$ cat config.mk
export PLATFORM = sky130hd
export DESIGN_NAME = bfm_front
export DESIGN_NICKNAME = d
export VERILOG_FILES = /design/src/rtl/core/bfm_pkg.sv /design/src/rtl/core/bfm_front.sv
export SDC_FILE = /design/constraint.sdc
export NUM_CORES = 1
export LEC_CHECK = 0
export BUFFER_PORTS_ARGS = -buffer_cell sky130_fd_sc_hd__buf_2
export CAP_MARGIN = 10
export CORE_MARGIN = 8
export CORE_UTILIZATION = 33
export DETAILED_ROUTE_END_ITERATION = 8
export PLACE_DENSITY_LB_ADDON = 0.1
export SETUP_SLACK_MARGIN = 0.05
export SLEW_MARGIN = 30
export SYNTH_ARGS = -nofsm -noshare
export SYNTH_HDL_FRONTEND = slang
export SYNTH_SLANG_ARGS = --single-unit
$ cat constraint.sdc
create_clock -name clk -period 4.6 [get_ports clk]
set_input_delay 0.23 -clock clk [delete_from_list [all_inputs] [get_ports clk]]
set_output_delay 0.23 -clock clk [all_outputs]
set_load 0.005 [all_outputs]
$ cat src/rtl/core/bfm_pkg.sv
// Shared types, constants and the hash multiply for the two-level Bloom filter.
// Used by every module of the block; no dependencies.
package bfm_pkg;

  localparam logic [63:0] MUR_M        = 64'hc6a4a7935bd1e995;
  localparam int          MUR_R        = 47;
  localparam int          NUM_SEEDS    = 8;
  localparam int          SEED_W       = 3;
  localparam int          ARRAY_WORDS  = 16384;
  localparam int          ADDR_W       = 14;
  localparam int          IDX_W        = 20;
  localparam int          FIFO_DEPTH   = 4;
  localparam int          FIFO_PTR_W   = 2;
  localparam logic [8:0]  MAX_LEN      = 9'd256;
  localparam logic [17:0] MAX_FB       = 18'd131072;
  localparam logic [3:0]  MAX_HASH_CNT = 4'd8;

  localparam logic [1:0] REG_READ_BYTES   = 2'd0;
  localparam logic [1:0] REG_NUM_HASHES   = 2'd1;
  localparam logic [1:0] REG_FILTER_BYTES = 2'd2;

  typedef enum logic [1:0] {
    MIX_NONE = 2'd0,
    MIX_FULL = 2'd1,
    MIX_TAIL = 2'd2
  } mix_kind_t;

  typedef struct packed {
    logic [8:0]  read_bytes;
    logic [3:0]  n_hashes;
    logic [17:0] filter_bytes;
  } bfm_cfg_t;

  typedef struct packed {
    logic [63:0] word;
    logic [8:0]  len;
    mix_kind_t   kind;
    logic        op;
    logic        first;
    logic        last;
  } bfm_ent_t;

  // x * MUR_M modulo 2^64 from three 32x32 partial products
  function automatic logic [63:0] mulm(input logic [63:0] x);
    logic [63:0] p0;
    logic [63:0] p1;
    logic [63:0] p2;
    logic [31:0] hi;
    p0 = x[31:0] * MUR_M[31:0];
    p1 = x[31:0] * MUR_M[63:32];
    p2 = x[63:32] * MUR_M[31:0];
    hi = p1[31:0] + p2[31:0];
    return p0 + {hi, 32'd0};
  endfunction

endpackage

$ cat src/rtl/core/bfm_front.sv
// Front end: accepts read words, tracks the word position and classifies each word.
// Depends on bfm_pkg.
module bfm_front (
  input  logic              clk,
  input  logic              rst_n,
  input  logic              en,
  input  bfm_pkg::bfm_cfg_t cfg,
  input  logic              in_tvalid,
  output logic              in_tready,
  input  logic [63:0]       in_tdata,
  input  logic [0:0]        in_tuser,
  input  logic              q_full,
  output logic              q_push,
  output bfm_pkg::bfm_ent_t q_data
);
  import bfm_pkg::*;

  logic [5:0] wc_r, wc_nxt;
  logic [8:0] len;
  logic [5:0] full_w;
  logic [2:0] tail;
  logic [5:0] words;
  logic [6:0] wc_inc;
  logic [63:0] mask;
  logic        last;

  always_comb begin
    if (cfg.read_bytes == 9'd0) begin
      len = 9'd1;
    end else if (cfg.read_bytes > MAX_LEN) begin
      len = MAX_LEN;
    end else begin
      len = cfg.read_bytes;
    end
    full_w = len[8:3];
    tail   = len[2:0];
    words  = full_w + {5'd0, (tail != 3'd0)};
    wc_inc = {1'b0, wc_r} + 7'd1;
    last   = !(wc_inc < {1'b0, words});
    for (int i = 0; i < 8; i++) begin
      mask[i*8 +: 8] = (i < int'(tail)) ? 8'hff : 8'h00;
    end
  end

  assign in_tready = en && !q_full;
  assign q_push    = in_tvalid && in_tready;

  always_comb begin
    q_data.len   = len;
    q_data.op    = in_tuser[0];
    q_data.first = (wc_r == 6'd0);
    q_data.last  = last;
    if (wc_r < full_w) begin
      q_data.kind = MIX_FULL;
      q_data.word = in_tdata;
    end else if (tail != 3'd0) begin
      q_data.kind = MIX_TAIL;
      q_data.word = in_tdata & mask;
    end else begin
      q_data.kind = MIX_NONE;
      q_data.word = in_tdata;
    end
  end

  always_comb begin
    wc_nxt = wc_r;
    if (q_push) begin
      wc_nxt = last ? 6'd0 : wc_inc[5:0];
    end
  end

  always_ff @(posedge clk) begin
    if (!rst_n) begin
      wc_r <= 6'd0;
    end else begin
      wc_r <= wc_nxt;
    end
  end

endmodule

After elaboration in Yosys (flattened, before gate mapping)
Cells that the tools add are included.
{ "op_classes": {"order_cmp": 10, "n_reduce_logical": 7, "bitwise": 1, "addsub": 2, "mux": 14} }
{ "ops": {"columns": ["op", "count"], "rows": [
  ["64-bit two-way mux", 2],
  ["64-bit by 56-bit AND with 64-bit output", 1],
  ["8-bit two-way mux", 7],
  ["9-bit two-way mux", 2],
  ["9-bit > comparator (second input constant)", 1],
  ["9-bit zero test", 1],
  ["3-bit less-than comparator (first input constant)", 3],
  ["6-bit by 1-bit adder with 7-bit output (second input constant)", 1],
  ["7-bit by 6-bit less-than comparator with 1-bit output", 1],
  ["6-bit by 1-bit adder with 6-bit output", 1],
  ["6-bit zero test", 1],
  ["1-bit by 3-bit less-than comparator with 1-bit output (first input constant)", 2],
  ["2-bit by 3-bit less-than comparator with 1-bit output (first input constant)", 2],
  ["6-bit less-than comparator", 1],
  ["6-bit two-way mux", 1],
  ["2-bit two-way mux", 2],
  ["3-bit nonzero test", 1],
  ["1-bit logical AND", 2],
  ["1-bit zero test", 2]
]} }
{ "word_totals": {"output_inout_bits": 80, "inputBits": 101, "ff_bits": 6, "wordCells": 35} }

Longest topological paths before layout
{ "logic_depth": {"depth_word": 8, "mapped_depth": 15, "depth_no_buf": 14} }

Least setup slack after synthesis
No wires, ideal clock.
{ "synth_path": {"kind": "input-to-output", "from": "in cfg[24] (netlist bit)", "to": "out q_data[0] (netlist bit)", "path_slack_ns": 1.710, "path_stages": 15, "t_required_ns": 4.370, "t_arrival_ns": 2.660, "n_path_buf": 2, "path_cell_list": "buf_2 > or3_1 > a21oi_1 > nor2_1 > ha_1 > ha_1 > nand3_1 > xnor2_1 > nand2_1 > ha_1 > a21o_1 > a21oi_1 > o21a_1 > nand2_1 > buf_4"} }
{ "synth_between": {"elab_chain_cells": 7, "elab_cells_between_ends": 8, "cone_classes": "1 x add/sub; 2 x order compare; 2 x mux; 3 x reduce/logical"} }
{ "synth_lines": {"columns": ["element", "line_no", "source"], "rows": [
  ["start: declaration", "bfm_front.sv:7", "input bfm_pkg::bfm_cfg_t cfg,"],
  ["9-bit > comparator", "bfm_front.sv:30", "end else if (cfg.read_bytes > MAX_LEN) begin"],
  ["9-bit two-way mux", "bfm_front.sv:30", null],
  ["9-bit two-way mux *", "bfm_front.sv:28", "if (cfg.read_bytes == 9'd0) begin"],
  ["3-bit nonzero test", "bfm_front.sv:37", "words = full_w + {5'd0, (tail != 3'd0)};"],
  ["6-bit by 1-bit adder with 6-bit output *", "bfm_front.sv:37", null],
  ["7-bit by 6-bit less-than comparator with 1-bit output *", "bfm_front.sv:39", "last = !(wc_inc < {1'b0, words});"],
  ["1-bit zero test *", "bfm_front.sv:39", null],
  ["end: declaration", "bfm_front.sv:14", "output bfm_pkg::bfm_ent_t q_data"]
]} }
Mark *: on every way between the ends. The rest lies on a longest branch, timed or not.

==> summary.md <==
| Metric | Value |
|---|---|
| Sequential element share of the synthesized area | `9.44%` |
| Max H-tree Level | `1` |
| Post-DP HPWL | `4.62 mm` |
| Slew HR | `66.8%` |
| Critical path type | `primary input to primary output` |
| Largest register FFs | `6` |
| CTS sink cnt | `6` |
| Final setup viols | `0` |
| Number of max-cap violations | `0` |
| CTS buffer count | `3` |
| Req. time, crit path | `4.37 ns` |
| Status | `finished clean` |
| GR Overflow Total | `0` |
| Synth Instances | `188` |
| Fraction of registers with async set/reset | `0%` |
| Starting DRT DRC Count | `50` |
| Post-Route WL | `5.17 mm` |
| Yosys top cell area share | `16.7%` |
| Largest area contributor in the netlist | `and2_1` |
| Latest clock arrival within the worst-skew pair | `0.22 ns` |
| Share of layout cells above drive strength 1 | `47.0%` |
| Final Hold Viols | `0` |
| Synth Register Bits | `6` |
| Worst Max-Slew Pin Slew | `0.496 ns` |
| Fin cells | `365` |
| Die height | `78.1 um` |
| Max VDD drop | `0.000120 V` |
| Top-count cell post-synth | `and2_1` |
| Starting density of the core | `34.5%` |
| Final setup TNS | `0 ns` |
| Final Max Slew Viols | `0` |
| IO Port Bufs | `140` |
| DRC | `0` |
| Main synth FF type | `dfxtp_1` |
| CP endpoint kind | `primary output` |
| Top Registers | `wc_r (6)` |
| Core area | `0.00369 sq mm` |
| Area of the mapped netlist | `0.00127 sq mm` |
| Startpoint types | `primary input` |
| Ranking of synthesized cells by area | `and2_1, nor2b_1, ha_1` |
| Pwr dens | `130 mW/mm^2` |
| Syn-to-layout area delta | `58.2%` |
| Total power | `262 uW` |
| CTS clock-pin slew for the worst setup and hold paths | `0.03 ns` |
| Vias in the first global route | `1725` |
| RSZ-0062 raised after global routing | `false` |
| Hold Buf Count CTS | `0` |
| Die ar. | `0.00610 sq mm` |
| Largest net degree at the start of global routing | `16` |
| Ys Warns | `0` |
| CTS max path bufs | `2` |
| Fin crit share | `67.7%` |
| Drt wl/cell | `14.2 um` |
| Skew final | `0.00183 ns` |
| Finished Cell Area | `0.00201 sq mm` |
| Crit-path max FO | `9` |
| Placed Area | `0.00197 sq mm` |
| Pleak | `0.00116 uW` |
| Top-level port count | `181` |
| Synthesized area per cell | `6.77 sq um` |
| N_diodes | `0` |
| Max Freq | `321 MHz` |
| Std-Cell Rows | `22` |
| Initial antenna violation count | `0` |
| Post-synth net total | `303` |
| # Post-CTS Setup Buffers | `0` |
| EDFF count, synth | `0` |
| Yosys cell types | `38` |
| Via-per-instance ratio | `4.71` |
| Gr usage total | `15.1%` |
| Final ANT Viol Nets | `0` |
| Final min period | `3.12 ns` |
| Final-stage net count | `434` |
| Die Wd | `78.1 um` |
| CP arrival | `2.89 ns` |
| Vias post-DR | `1720` |
| First-pass GRT wire length | `7.88 mm` |
| Post-Place Cells | `362` |
| HP Class | `primary input to flop` |
| Post_cts resized | `0` |
| Synth top cells by count | `and2_1, nor2b_1, nand2_1` |
| Top reg by flops | `wc_r` |
| Root buf cell | `clkbuf_8` |
| Final Util | `54.6%` |
| CTS tree | `yes` |
| Pre-antenna DRT Iters | `2` |
| Final Wtd Congestion | `0.813` |
power breakdown:
| part | internal, uW | switching, uW | leakage [uW] |
|---|---|---|---|
| registers | 53.0 | 1.20 | 0.0000484 |
| logic | 70.9 | 59.1 | 0.00109 |
| clock network | 56.1 | 21.3 | 0.0000216 |
| total | 180 | 81.6 | 0.00116 |
cell type report:
type	instances	area, sq um
Multi-Input combinational cell	152	1030
Fill cell	378	1680
Tap cell	48	60.1
Timing Repair Buffer	140	701
Clock buffer	3	41.3
Sequential cell	6	120
Inverter	16	60.1
stage by stage:
| step | hold WS, ns | setup WS [ns] |
|---|---|---|
| after floorplan | 0.379 | 1.71 |
| after global placement | 0.460 | 1.44 |
| after detailed placement | 0.460 | 1.43 |
| after CTS | 0.291 | 1.49 |
| after global routing | 0.313 | 1.28 |
| final | 0.294 | 1.48 |
placed cells by master (no fill, tap or decap), types with 2 or more instances in the layout:
| cell type | synthesis | routed |
|---|---|---|
| xnor2_1 | 3 | 3 |
| nand4_1 | 2 | 2 |
| o2111ai_1 | 2 | 2 |
| buf_2 | 1 | 140 |
| a21o_1 | 2 | 2 |
| ha_1 | 14 | 14 |
| and2_1 | 34 | 34 |
| o21a_1 | 2 | 2 |
| xor2_1 | 4 | 4 |
| clkbuf_8 | 0 | 3 |
| nand2_1 | 19 | 19 |
| nor4_1 | 2 | 2 |
| inv_1 | 15 | 15 |
| nor2_1 | 5 | 5 |
| o21ai_0 | 8 | 8 |
| a21oi_1 | 5 | 5 |
| nor2b_1 | 29 | 29 |
| nor3_2 | 2 | 2 |
| dfxtp_1 | 6 | 6 |
| nand3_1 | 4 | 4 |
logic make-up (layout without fill, tap and decap cells):
family	count (synthesis)	in the layout	synth area share [%]
AO/OA/AOI/OAI	26	26	13.5
XOR/XNOR	7	7	4.82
adder cells (fa/ha/maj)	14	14	13.8
buffers and inverters	30	159	9.54
flip-flops	6	6	9.44
AND/OR/NAND/NOR	105	105	49.0
worst max-delay path: stages:
cell and delay, ns:
buf_2 0.16, or3_1 0.39, a21oi_1 0.33, nor2_1 0.11, ha_1 0.21, ha_1 0.20
nand3_1 0.10, xnor2_1 0.11, nand2_1 0.07, ha_1 0.30, a21o_1 0.16, a21oi_1 0.15
o21a_1 0.18, nand2_1 0.05, buf_2 0.13
path summary, 6_finish.rpt:
| kind | startpoint | endpoint | slack (ns) | cells past startpoint |
|---|---|---|---|---|
| max | cfg[24] | q_data[0] | 1.48 | 15 |
| min | rst_n | wc_r[2] | 0.29 | 3 |
| max reg2reg | wc_r[0] | wc_r[0] | 2.17 | 10 |
| min reg2reg | wc_r[5] | wc_r[5] | 0.53 | 2 |
routing by layer:
| metal | track usage [%] | vias up | part of all wire [%] |
|---|---|---|---|
| met3 | 8.77 | 14 | 15 |
| met1 | 14.9 | 719 | 37 |
| li1 | - | 872 | - |
| met4 | 3.89 | 0 | 1.9 |
| met5 | 0 | - | 0 |
| met2 | 26.5 | 115 | 46 |
No activity file was read; power rests on OpenSTA's default activity.
