--- src/rtl/core/bfm_pkg.sv ---
// Shared types, constants and the hash multiply for the two-level Bloom filter.
// Used by every module of the block; no dependencies.
package bfm_pkg;

  localparam logic [63:0] MUR_M        = 64'hc6a4a7935bd1e995;
  localparam int          MUR_R        = 47;
  localparam int          NUM_SEEDS    = 8;
  localparam int          SEED_W       = 3;
  localparam int          ARRAY_WORDS  = 16384;
  localparam int          ADDR_W       = 14;
  localparam int          IDX_W        = 20;
  localparam int          FIFO_DEPTH   = 4;
  localparam int          FIFO_PTR_W   = 2;
  localparam logic [8:0]  MAX_LEN      = 9'd256;
  localparam logic [17:0] MAX_FB       = 18'd131072;
  localparam logic [3:0]  MAX_HASH_CNT = 4'd8;

  localparam logic [1:0] REG_READ_BYTES   = 2'd0;
  localparam logic [1:0] REG_NUM_HASHES   = 2'd1;
  localparam logic [1:0] REG_FILTER_BYTES = 2'd2;

  typedef enum logic [1:0] {
    MIX_NONE = 2'd0,
    MIX_FULL = 2'd1,
    MIX_TAIL = 2'd2
  } mix_kind_t;

  typedef struct packed {
    logic [8:0]  read_bytes;
    logic [3:0]  n_hashes;
    logic [17:0] filter_bytes;
  } bfm_cfg_t;

  typedef struct packed {
    logic [63:0] word;
    logic [8:0]  len;
    mix_kind_t   kind;
    logic        op;
    logic        first;
    logic        last;
  } bfm_ent_t;

  // x * MUR_M modulo 2^64 from three 32x32 partial products
  function automatic logic [63:0] mulm(input logic [63:0] x);
    logic [63:0] p0;
    logic [63:0] p1;
    logic [63:0] p2;
    logic [31:0] hi;
    p0 = x[31:0] * MUR_M[31:0];
    p1 = x[31:0] * MUR_M[63:32];
    p2 = x[63:32] * MUR_M[31:0];
    hi = p1[31:0] + p2[31:0];
    return p0 + {hi, 32'd0};
  endfunction

endpackage

--- src/rtl/core/bfm_fifo.sv ---
// Short queue of classified words between the front end and the hash engine.
// Depends on bfm_pkg.
module bfm_fifo (
  input  logic              clk,
  input  logic              rst_n,
  input  logic              push,
  input  bfm_pkg::bfm_ent_t push_data,
  output logic              full,
  input  logic              pop,
  output bfm_pkg::bfm_ent_t pop_data,
  output logic              empty
);
  import bfm_pkg::*;

  bfm_ent_t                ent_r [FIFO_DEPTH];
  logic [FIFO_PTR_W-1:0]   wp_r, rp_r;
  logic [FIFO_PTR_W:0]     cnt_r;

  assign full     = (cnt_r == FIFO_PTR_W'(0) + (FIFO_PTR_W+1)'(FIFO_DEPTH));
  assign empty    = (cnt_r == '0);
  assign pop_data = ent_r[rp_r];

  always_ff @(posedge clk) begin
    if (push) begin
      ent_r[wp_r] <= push_data;
    end
  end

  always_ff @(posedge clk) begin
    if (!rst_n) begin
      wp_r  <= '0;
      rp_r  <= '0;
      cnt_r <= '0;
    end else begin
      if (push) begin
        wp_r <= wp_r + 1'b1;
      end
      if (pop) begin
        rp_r <= rp_r + 1'b1;
      end
      cnt_r <= cnt_r + (FIFO_PTR_W+1)'(push) - (FIFO_PTR_W+1)'(pop);
    end
  end

  a_no_overflow: assert property (@(posedge clk) disable iff (!rst_n) push |-> !full)
    else $error("queue push while full");
  a_no_underflow: assert property (@(posedge clk) disable iff (!rst_n) pop |-> !empty)
    else $error("queue pop while empty");
  a_count_bound: assert property (@(posedge clk) disable iff (!rst_n)
    cnt_r <= (FIFO_PTR_W+1)'(FIFO_DEPTH))
    else $error("queue count out of range");

endmodule

--- config.mk ---
export PLATFORM = sky130hd
export DESIGN_NAME = bfm_fifo
export DESIGN_NICKNAME = d
export VERILOG_FILES = /design/src/rtl/core/bfm_pkg.sv /design/src/rtl/core/bfm_fifo.sv
export SDC_FILE = /design/constraint.sdc
export NUM_CORES = 1
export LEC_CHECK = 0
export BUFFER_PORTS_ARGS = -buffer_cell sky130_fd_sc_hd__buf_2
export CORE_AREA = 5 5 170 139
export CTS_CLUSTER_SIZE = 24
export DETAILED_ROUTE_END_ITERATION = 7
export DIE_AREA = 0 0 175 144
export PLACE_DENSITY = 0.76
export SYNTH_ARGS = -nofsm -noshare
export SYNTH_HDL_FRONTEND = slang
export SYNTH_SLANG_ARGS = --single-unit
--- constraint.sdc ---
create_clock -name clk -period 4.42 [get_ports clk]
set_clock_uncertainty 0.05 [all_clocks]
set_input_delay 0.221 -clock clk [delete_from_list [all_inputs] [get_ports clk]]
set_output_delay 0.221 -clock clk [all_outputs]
set_load 0.02 [all_outputs]
Word-level counts from Yosys, hierarchy flattened --
Memory sizes are Yosys's and may differ from the RTL's. A register that Yosys moved wholly into a read port is not among the register bits. Cells that the tools add are included.
Word-level totals: memories kept 1, bits in writable memories 312, word-level logic and storage cells 14, input bits 82, register bits after elaboration 7
Cells by class: reduce and logical (&&, ||, !) cells 1, equality and inequality tests 1, multiplexer cells 4, add/subtract/negate cells 4
Memory list:
- ent_r | depth 4, width 78, rd ports 1, clocked after memory_dff 1, wr ports 1, RTL line bfm_fifo.sv:15 | bfm_ent_t ent_r [FIFO_DEPTH];
Operators with widths (count):
- $add 2x1->2 const B | 2
- $mux 2 | 2
- $add 3x1->3 | 1
- $eq 3x3->1 const B | 1
- $logic_not 3->1 | 1
- $sub 3x1->3 | 1
- $mux 1 | 2

Longest topological paths before layout --
Gate-level depths: netlist of run 1.
depth after elaboration 3, mapped depth 7

Worst setup path before layout of run 1 --
OpenSTA, ideal clock, no wires.
path kind register to register, start register wp_r[0], end memory ent_r[0][0] in the netlist's numbering, enable pin, library setup time 445 ps, buffers on the path 0, data arrival time 2361 ps, stages on the path, launching flop included 4, period minus slack after synthesis 2856 ps, required time 3925 ps, slack 1564 ps, path through dfxtp_1 inv_1 ha_1 and2_1
RTL lines:
- start: declaration | RTL line bfm_fifo.sv:16 | logic [FIFO_PTR_W-1:0] wp_r, rp_r;
- start signal: assignment | RTL line bfm_fifo.sv:36 | wp_r <= wp_r + 1'b1;
- end: declaration | RTL line bfm_fifo.sv:15
Straight into the memory's write port.

==> impl_table.tex, run 1 <==
\begin{tabular}{lr}
\hline
Metric & Value \\
\hline
\multicolumn{2}{l}{\textbf{Outcome}} \\
Run status & complete, no violations \\
\multicolumn{2}{l}{\textbf{Worst setup path}} \\
Origin of the critical flop-to-flop path & wp\_r[0]\$\_SDFFE\_PN0P\_ \\
Crit path launch type & flop \\
Critical path peak fanout & 44 \\
Worst setup path category & flop to primary output \\
Kind of end point of the critical path & primary output \\
R2r setup slk & between 2000 and 2500 ps \\
Endpoint arrival time on the critical path & roughly 2600 ps \\
Cell depth of the worst flop-to-flop path & 4 \\
Reg2reg end & ent\_r[2][73]\$\_DFFE\_PP\_ \\
Worst endpoint required time & between 4000 and 5000 ps \\
\multicolumn{2}{l}{\textbf{Global route}} \\
Global-route met1 utilization & between 20 and 25\% \\
Number of global-route vias before repair & roughly 6000 \\
Met2 capacity usage during global routing & 28.8\% \\
Grt peak-use layer & met2 \\
Initial antenna violation count & 1 \\
All-layer global routing usage & between 15 and 20\% \\
Wire length of the first global-routing pass & around 34 mm \\
GR Layer Usage met3 & approximately 4.0\% \\
Pin count of the biggest net entering global routing & 79 \\
Leftover overflow at the end of global routing & 0 \\
\multicolumn{2}{l}{\textbf{Timing}} \\
RSZ-0062 raised after global routing & no \\
Final-report hold violation count & 0 \\
Final setup violation count & 0 \\
Minimum clock period after layout & 2870 ps \\
Upper clock frequency limit & about 0.35 GHz \\
Slew at the pin with the worst max-slew slack & 1150 ps \\
Sum Neg Setup Slack & 0 ps \\
Relative slew slack & between 20\% and 30\% \\
Final count of pins violating max slew & 0 \\
PnR worst setup slack & 1550 ps \\
Final Cycle Share & 65.0\% \\
\multicolumn{2}{l}{\textbf{Route}} \\
Routed Antenna Nets & 0 \\
Number of iterations in the first detailed-routing pass & 4 \\
Vias after detailed routing & approximately 5500 \\
DRC violation count after routing & 0 \\
Post-DR wirelength/cell & about 21 um \\
Iteration-0 DRC Markers & 463 \\
Post-detailed-route via-to-cell ratio & approximately 5.4 \\
Final wirelength & between 20 and 25 mm \\
\multicolumn{2}{l}{\textbf{Synth}} \\
Number of synthesized register bits & 321 \\
Sequential cell area fraction in the yosys report & around four fifths \\
Mean instance size in the synthesized netlist & 26.0 um2 \\
Mapped Area & between 10000 and 15000 um2 \\
Syn Inst Count & $\sim$450 \\
Number of synthesis warnings & 0 \\
Net count after synthesis & 540 \\
Post-synth cell types & 21 \\
\multicolumn{2}{l}{\textbf{Placement}} \\
Placed standard-cell area & 12800 um2 \\
Worst setup timing slack at the placement stage & between 2000 and 2500 ps \\
Count of buffers inserted at the top-level ports & between 150 and 200 \\
Routability-driven placement congestion ratio & 0.717 \\
Half-perimeter wire length of the detailed placement result & 12.4 mm \\
\multicolumn{2}{l}{\textbf{Floorplanning}} \\
Horizontal extent of the die & about 180 um \\
Die footprint & about 25000 um2 \\
Y dimension of the die & about 140 um \\
Effective utilization at floorplan & between 50\% and 60\% \\
Number of standard-cell rows in the floorplan & 49 \\
I/O pin cnt & about 160 \\
Core area & about 22000 um2 \\
\multicolumn{2}{l}{\textbf{CTS}} \\
Number of setup buffers added after CTS & 0 \\
Clk slew on worst S/H paths & approximately 60 ps \\
Post-CTS resize count & 0 \\
CTS tree & yes \\
TritonCTS Buffers & 30 \\
Maximum clock path buffer count & 3 \\
Buffer cell driving the clock tree root & clkbuf\_16 \\
Total number of H-tree levels & 1 \\
Clock Latency Late Sink & 550 ps \\
Number of clock sinks seen by CTS & around 320 \\
\multicolumn{2}{l}{\textbf{Layout}} \\
Nets & 800 \\
Final Core Density & around 66\% \\
Growth of design area from synthesis to finish & 24.5\% \\
FILL cells & 1376 \\
Leading cell types in the layout, fill and taps excluded & edfxtp\_1 (312), buf\_2 (161), dlygate4sd3\_1 (80) \\
Most frequent standard cell in the layout excluding fill and tap cells & edfxtp\_1 \\
Fraction of layout cells with a size suffix above 1 & between 30\% and 40\% \\
Final instance area & $\sim$15000 um2 \\
\multicolumn{2}{l}{\textbf{Power and ir drop}} \\
Overall power & 6.84 mW \\
Maximum vdd ir drop & 0.000386 V \\
Static Leakage & about 5.0 nW \\
Power per unit of standard cell area & approximately 470 nW/um2 \\
\multicolumn{2}{l}{\textbf{Hold path}} \\
Cells on Worst Hold Path & 3 \\
Hold path startpoint & push \\
Path class of the lowest-slack min-delay path & primary input to flop \\
Hold Path End & wp\_r[1]\$\_SDFFE\_PN0P\_ \\
\multicolumn{2}{l}{\textbf{Flow run}} \\
Number of max-cap violations & 0 \\
\hline
\end{tabular}
logic make-up (layout without fill, tap and decap cells):
group                      after synthesis  count (layout)  synth area share, %
xor gates and xnor gates                 3               3                0.352
muxes                                   79              79                 15.1
adders and majority gates                7               7                0.812
AOI/OAI and AO/OA                        2               2                0.128
buffers and inverters                   25             309                 1.48
and+or+nand+nor                         14              14                0.641
DFF                                    321             321                 81.5
other                                    0               1                    0
flip-flops by register name (all words and copies together), names as in the netlist, named ones only:
name,count
cnt_r,3
wp_r,2
rp_r,2
ent_r,312
timing repair:
action,4_1_cts,5_1_grt
hold endpoints to repair,321,0
endpoints found under the setup margin,0,0
hold buffers,80,0
synthesized netlist by cell type:
cell	instances	area, um2
a21bo_2	1	10.0
a21oi_1	1	5.00
and2_1	6	37.5
and3_1	1	6.26
buf_12	3	60.1
buf_2	4	20.0
buf_4	5	37.5
buf_6	1	11.3
clkbuf_1	5	18.8
dfxtp_1	9	180
edfxtp_1	312	9370
fa_1	1	20.0
ha_1	6	75.1
inv_1	7	26.3
mux2i_1	1	10.0
mux4_2	78	1760
nand3b_1	1	7.51
nor2_1	5	18.8
nor3_1	1	5.00
xnor2_1	2	17.5
xor3_1	1	23.8
area by class of cell:
class	count	area [um2]	share of cell area, %
sequential	321	9560	65.5
multi-input combinational	105	2000	13.7
timing repair buffer	246	1660	11.4
clock buffer	34	766	5.25
tap	280	350	2.40
clock inverter	22	220	1.51
inverter	7	26.3	0.180
antenna	1	2.50	0.0172
critical path, cell delays in order (launching register included):
cell and delay (ps):
dfxtp_4 820, buf_12 400, mux4_2 590, buf_2 180
report_power, final:
group          switching, mW  total, mW  internal (mW)
clock network           1.04       2.52           1.48
logic                  0.403      0.742          0.340
registers             0.0767       3.58           3.50
total                   1.52       6.84           5.32
metal layers:
metal,vias up,wire [um]
li1,2452,-
met3,32,1560
met4,0,417
met1,2829,9110
met2,217,10700
met5,-,0
metrics by stage:
step                instances  hold WS [ps]
floorplan                 451           270
global placement          879           380
detailed placement        879           386
CTS                      1015          30.1
global route             1016          82.9
finish                   1016          63.0
how the worst max path moves through the flow:
| stage | slack (ps) | cells past startpoint | to |
|---|---|---|---|
| floorplan | 1560 | 3 | ent_r[0][0]$_DFFE_PP_ |
| global placement | 2080 | 3 | pop_data[61] |
| detailed placement | 2060 | 3 | pop_data[73] |
| CTS | 1450 | 3 | pop_data[73] |
| global route | 1300 | 3 | pop_data[0] |
| finish | 1550 | 3 | pop_data[0] |
(Power assumes the default switching activity.)
==> run 2, diff against run 1 <==
ABC_AREA = 1   (was not set)
CORE_AREA = 5 5 183 150   (was 5 5 170 139)
DIE_AREA = 0 0 188 155   (was 0 0 175 144)
PLACE_DENSITY = 0.75   (was 0.76)
clock period = 2.6 ns   (was 4.42 ns; I/O delays follow)
==> run 2 against run 1 <==
Against the previous run: utilization is 5.1 points lower; combinational power is 85% higher; flip-flop and latch count stayed put; worst hold slack better by 240 ps; via count is 41% higher; die area is 16% higher; final cell count is 53% higher; sequential power is 67% higher.
==> impl_table.tex, run 2 <==
\begin{tabular}{lr}
\hline
Metric & Value \\
\hline
\multicolumn{2}{l}{\textbf{Timing}} \\
Final Cycle Share & just under 90\% \\
Upper clock frequency limit & approximately 0.44 GHz \\
Minimum clock period after layout & around 2300 ps \\
Slew at the pin with the worst max-slew slack & 753 ps (-402 ps) \\
Relative slew slack & 49.8\% (+27 points) \\
Final count of pins violating max slew & 0 (unchanged) \\
Final setup violation count & 0 (unchanged) \\
Final-report hold violation count & 0 (unchanged) \\
PnR worst setup slack & 343 ps (-1200 ps) \\
RSZ-0062 raised after global routing & no \\
Sum Neg Setup Slack & 0 ps (unchanged) \\
\multicolumn{2}{l}{\textbf{Power and ir drop}} \\
Power per unit of standard cell area & 724 nW/um2 (+54\%) \\
Maximum vdd ir drop & 0.000641 V (+66\%) \\
Static Leakage & 6.10 nW (+22\%) \\
\multicolumn{2}{l}{\textbf{CTS}} \\
CTS tree & yes \\
Maximum clock path buffer count & 3 (unchanged) \\
Total number of H-tree levels & 1 (unchanged) \\
Post-CTS resize count & 0 (unchanged) \\
Clk slew on worst S/H paths & 60 ps (about the same) \\
Buffer cell driving the clock tree root & clkbuf\_16 \\
Clock Latency Late Sink & 530 ps (-20 ps) \\
TritonCTS Buffers & 31 (+3.3\%) \\
Number of clock sinks seen by CTS & 321 (unchanged) \\
\multicolumn{2}{l}{\textbf{Layout}} \\
Growth of design area from synthesis to finish & 21.1\% \\
Largest register FFs & 312 (unchanged) \\
Nets & 1289 (+61\%) \\
Most frequent standard cell in the layout excluding fill and tap cells & edfxtp\_1 \\
Registers with the most flip-flops & ent\_r x312, cnt\_r x3 \\
Leading cell types in the layout, fill and taps excluded & edfxtp\_1 (312), inv\_1 (168), nand2\_1 (166) \\
Reg with most FFs & ent\_r \\
Fraction of layout cells with a size suffix above 1 & 22.4\% (-17 points) \\
\multicolumn{2}{l}{\textbf{Synth}} \\
Most frequent cells after synthesis & edfxtp\_1 (312), inv\_1 (172), nand2\_1 (166), o211ai\_1 (78) \\
Top post-synthesis cells by area & edfxtp\_1 (72\%), inv\_1 (5.0\%), nand2\_1 (4.8\%), o211ai\_1 (4.5\%), a21oi\_2 (4.1\%) \\
Largest area contributor in the netlist & edfxtp\_1 \\
Number of synthesized register bits & 321 (unchanged) \\
Syn Inst Count & 966 (+110\%) \\
Top FF cell, synth & edfxtp\_1 \\
Dominant combinational cell family by area after synthesis & compound AO/OA/AOI/OAI gates \\
Xor/xnor cell area share of the yosys netlist & 0\% (-0.35 points) \\
Post-synth cell types & 19 (-9.5\%) \\
Mean instance size in the synthesized netlist & 13.4 um2 (-48\%) \\
Fraction of the mapped netlist area in compound gates & 12.7\% (+13 points) \\
Net count after synthesis & 1055 (+95\%) \\
Mapped Area & 13000 um2 (+11\%) \\
Mux share of post-synthesis cell area & 0\% (-15 points) \\
Count of flip-flops with a built-in enable after synthesis & 312 (unchanged) \\
FFs w/ async S/R, synth & 0\% (unchanged) \\
Sequential cell area fraction in the yosys report & 73.7\% (-7.8 points) \\
Cell with the most instances after synthesis & edfxtp\_1 \\
Post-Synth Adder-Cell Area & 0.734\% (-0.078 points) \\
Number of synthesis warnings & 0 (unchanged) \\
Basic-gate share of the synthesized area counting and, or, nand and nor cells & 4.94\% (+4.3 points) \\
Share of the synthesized area in the top cell type & 72.3\% (-7.7 points) \\
\multicolumn{2}{l}{\textbf{Global route}} \\
Pin count of the biggest net entering global routing & 129 (+63\%) \\
Leftover overflow at the end of global routing & 0 (unchanged) \\
Number of global-route vias before repair & 7819 (+31\%) \\
Wire length of the first global-routing pass & 40.2 mm (+18\%) \\
Initial antenna violation count & 2 (+1) \\
All-layer global routing usage & 17.0\% (-0.50 points) \\
\multicolumn{2}{l}{\textbf{Route}} \\
Routed Antenna Nets & 0 (unchanged) \\
Vias after detailed routing & 7784 (+41\%) \\
DRC violation count after routing & 0 (unchanged) \\
Iteration-0 DRC Markers & 602 (+30\%) \\
Post-DR wirelength/cell & 16.2 um (-25\%) \\
Post-detailed-route via-to-cell ratio & 5.01 (-7.9\%) \\
Number of iterations in the first detailed-routing pass & 5 (+1) \\
Final wirelength & 25.1 mm (+15\%) \\
\multicolumn{2}{l}{\textbf{Worst setup path}} \\
Kind of end point of the critical path & primary output \\
Crit path launch type & flop \\
Worst setup path category & flop to primary output \\
CP cell instances & buf\_4, a21oi\_2, o21ai\_1, nand2\_1, buf\_2 \\
Crit-path max cell delay & 590 ps (-230 ps) \\
Endpoint arrival time on the critical path & 2080 ps (-520 ps) \\
Worst endpoint required time & 2420 ps (-1730 ps) \\
Slowest cell on crit path & buf\_4 \\
Critical path peak fanout & 72 (+64\%) \\
Top delay family on crit path & buffers and inverters \\
Bufs and invs on worst path & 2 (unchanged) \\
\multicolumn{2}{l}{\textbf{Floorplanning}} \\
Number of standard-cell rows in the floorplan & 53 (+8.2\%) \\
Horizontal extent of the die & 188 um (+7.4\%) \\
Effective utilization at floorplan & 50.6\% (-2.7 points) \\
I/O pin cnt & 162 (unchanged) \\
Y dimension of the die & 155 um (+7.6\%) \\
Core area & 25600 um2 (+17\%) \\
Die footprint & 29100 um2 (+16\%) \\
\multicolumn{2}{l}{\textbf{Hold path}} \\
Path class of the lowest-slack min-delay path & primary input to flop \\
\multicolumn{2}{l}{\textbf{Placement}} \\
Half-perimeter wire length of the detailed placement result & 14.3 mm (+15\%) \\
Count of buffers inserted at the top-level ports & 161 (unchanged) \\
Worst setup timing slack at the placement stage & 897 ps (-1160 ps) \\
Routability-driven placement congestion ratio & 0.726 (+1.2\%) \\
\multicolumn{2}{l}{\textbf{Outcome}} \\
Run status & complete, no violations \\
\multicolumn{2}{l}{\textbf{Flow run}} \\
Number of max-cap violations & 0 (unchanged) \\
\hline
\end{tabular}
[run 2: cell count changes in the layout (fill, tap and decap cells not counted), moves of 23 or more]
cell	delta
nand2_1	+166
o21ai_1	+60
inv_1	+161
a21oi_1	+23
a21oi_2	+60
o211ai_1	+78
mux4_2	-78
[run 2: worst paths after layout]
| kind | from | endpoint | slack (ps) | cells after the start |
|---|---|---|---|---|
| worst max register to register | cnt_r[0]$_SDFF_PN0_ | cnt_r[2]$_SDFF_PN0_ | 920 | 9 |
| worst max-delay path | flop | pop_data[55] | 340 | 5 |
| worst min register to register | rp_r[1]$_SDFFE_PN0P_ | flop | 400 | 2 |
| worst min-delay path | push_data[38] | ent_r[0][38]$_DFFE_PP_ | 300 | 2 |
[run 2: worst register-to-register path, delay by kind of cell, from the launching register on]
family,cells,cell delay (ps)
adders and majority gates,3,830
DFF,1,350
and+or+nand+nor,3,170
buffers and inverters,3,170
[run 2: cells by family after synthesis]
kind of cell             after synthesis
AO/OA/AOI/OAI                        244
adder cells (fa/ha/maj)                7
buffers and inverters                224
flip-flops                           321
AND/OR/NAND/NOR                      170
[run 2: through the flow]
stage / instances / hold slack (ps) / total power, mW / instance area, um2 / utilization [%]
after floorplan: 966 / 172 / 6.94 / 13000 / -
after global placement: 1415 / 292 / 7.33 / 14000 / 54.6
after detailed placement: 1415 / 297 / 7.37 / 14000 / 54.6
after CTS: 1551 / 267 / 11.5 / 15700 / 61.3
after global routing: 1553 / 282 / 11.9 / 15700 / 61.3
final: 1553 / 299 / 11.4 / 15700 / 61.3
[run 2: routing by layer]
layer  global-route usage, %  up-vias  part of all wire [%]
met1                    22.6     3725                    43
met4                    3.28        0                   1.9
met3                    3.61       36                   5.9
met2                    29.4      194                    49
met5                       0        -                     0
li1                        -     3829                     -
[run 2: area by class of cell]
cell class                      instances  area [um2]
Inverter                              172         651
Clock buffer                           41         813
Antenna cell                            2        5.00
Timing Repair Buffer                  253        1800
Fill cell                            1921        9900
Tap cell                              330         413
Sequential cell                       321        9560
Multi-Input combinational cell        421        2380
Clock inverter                         13        81.3
[run 2: where the power goes]
part	switching, mW	total [mW]	internal [mW]
registers	0.0624	5.98	5.92
clock network	1.74	4.01	2.27
logic	0.907	1.37	0.468
[run 2: repair_timing]
action	CTS	global route
hold endpoints to repair	321	0
hold buffers	82	0
setup buffers	0	0
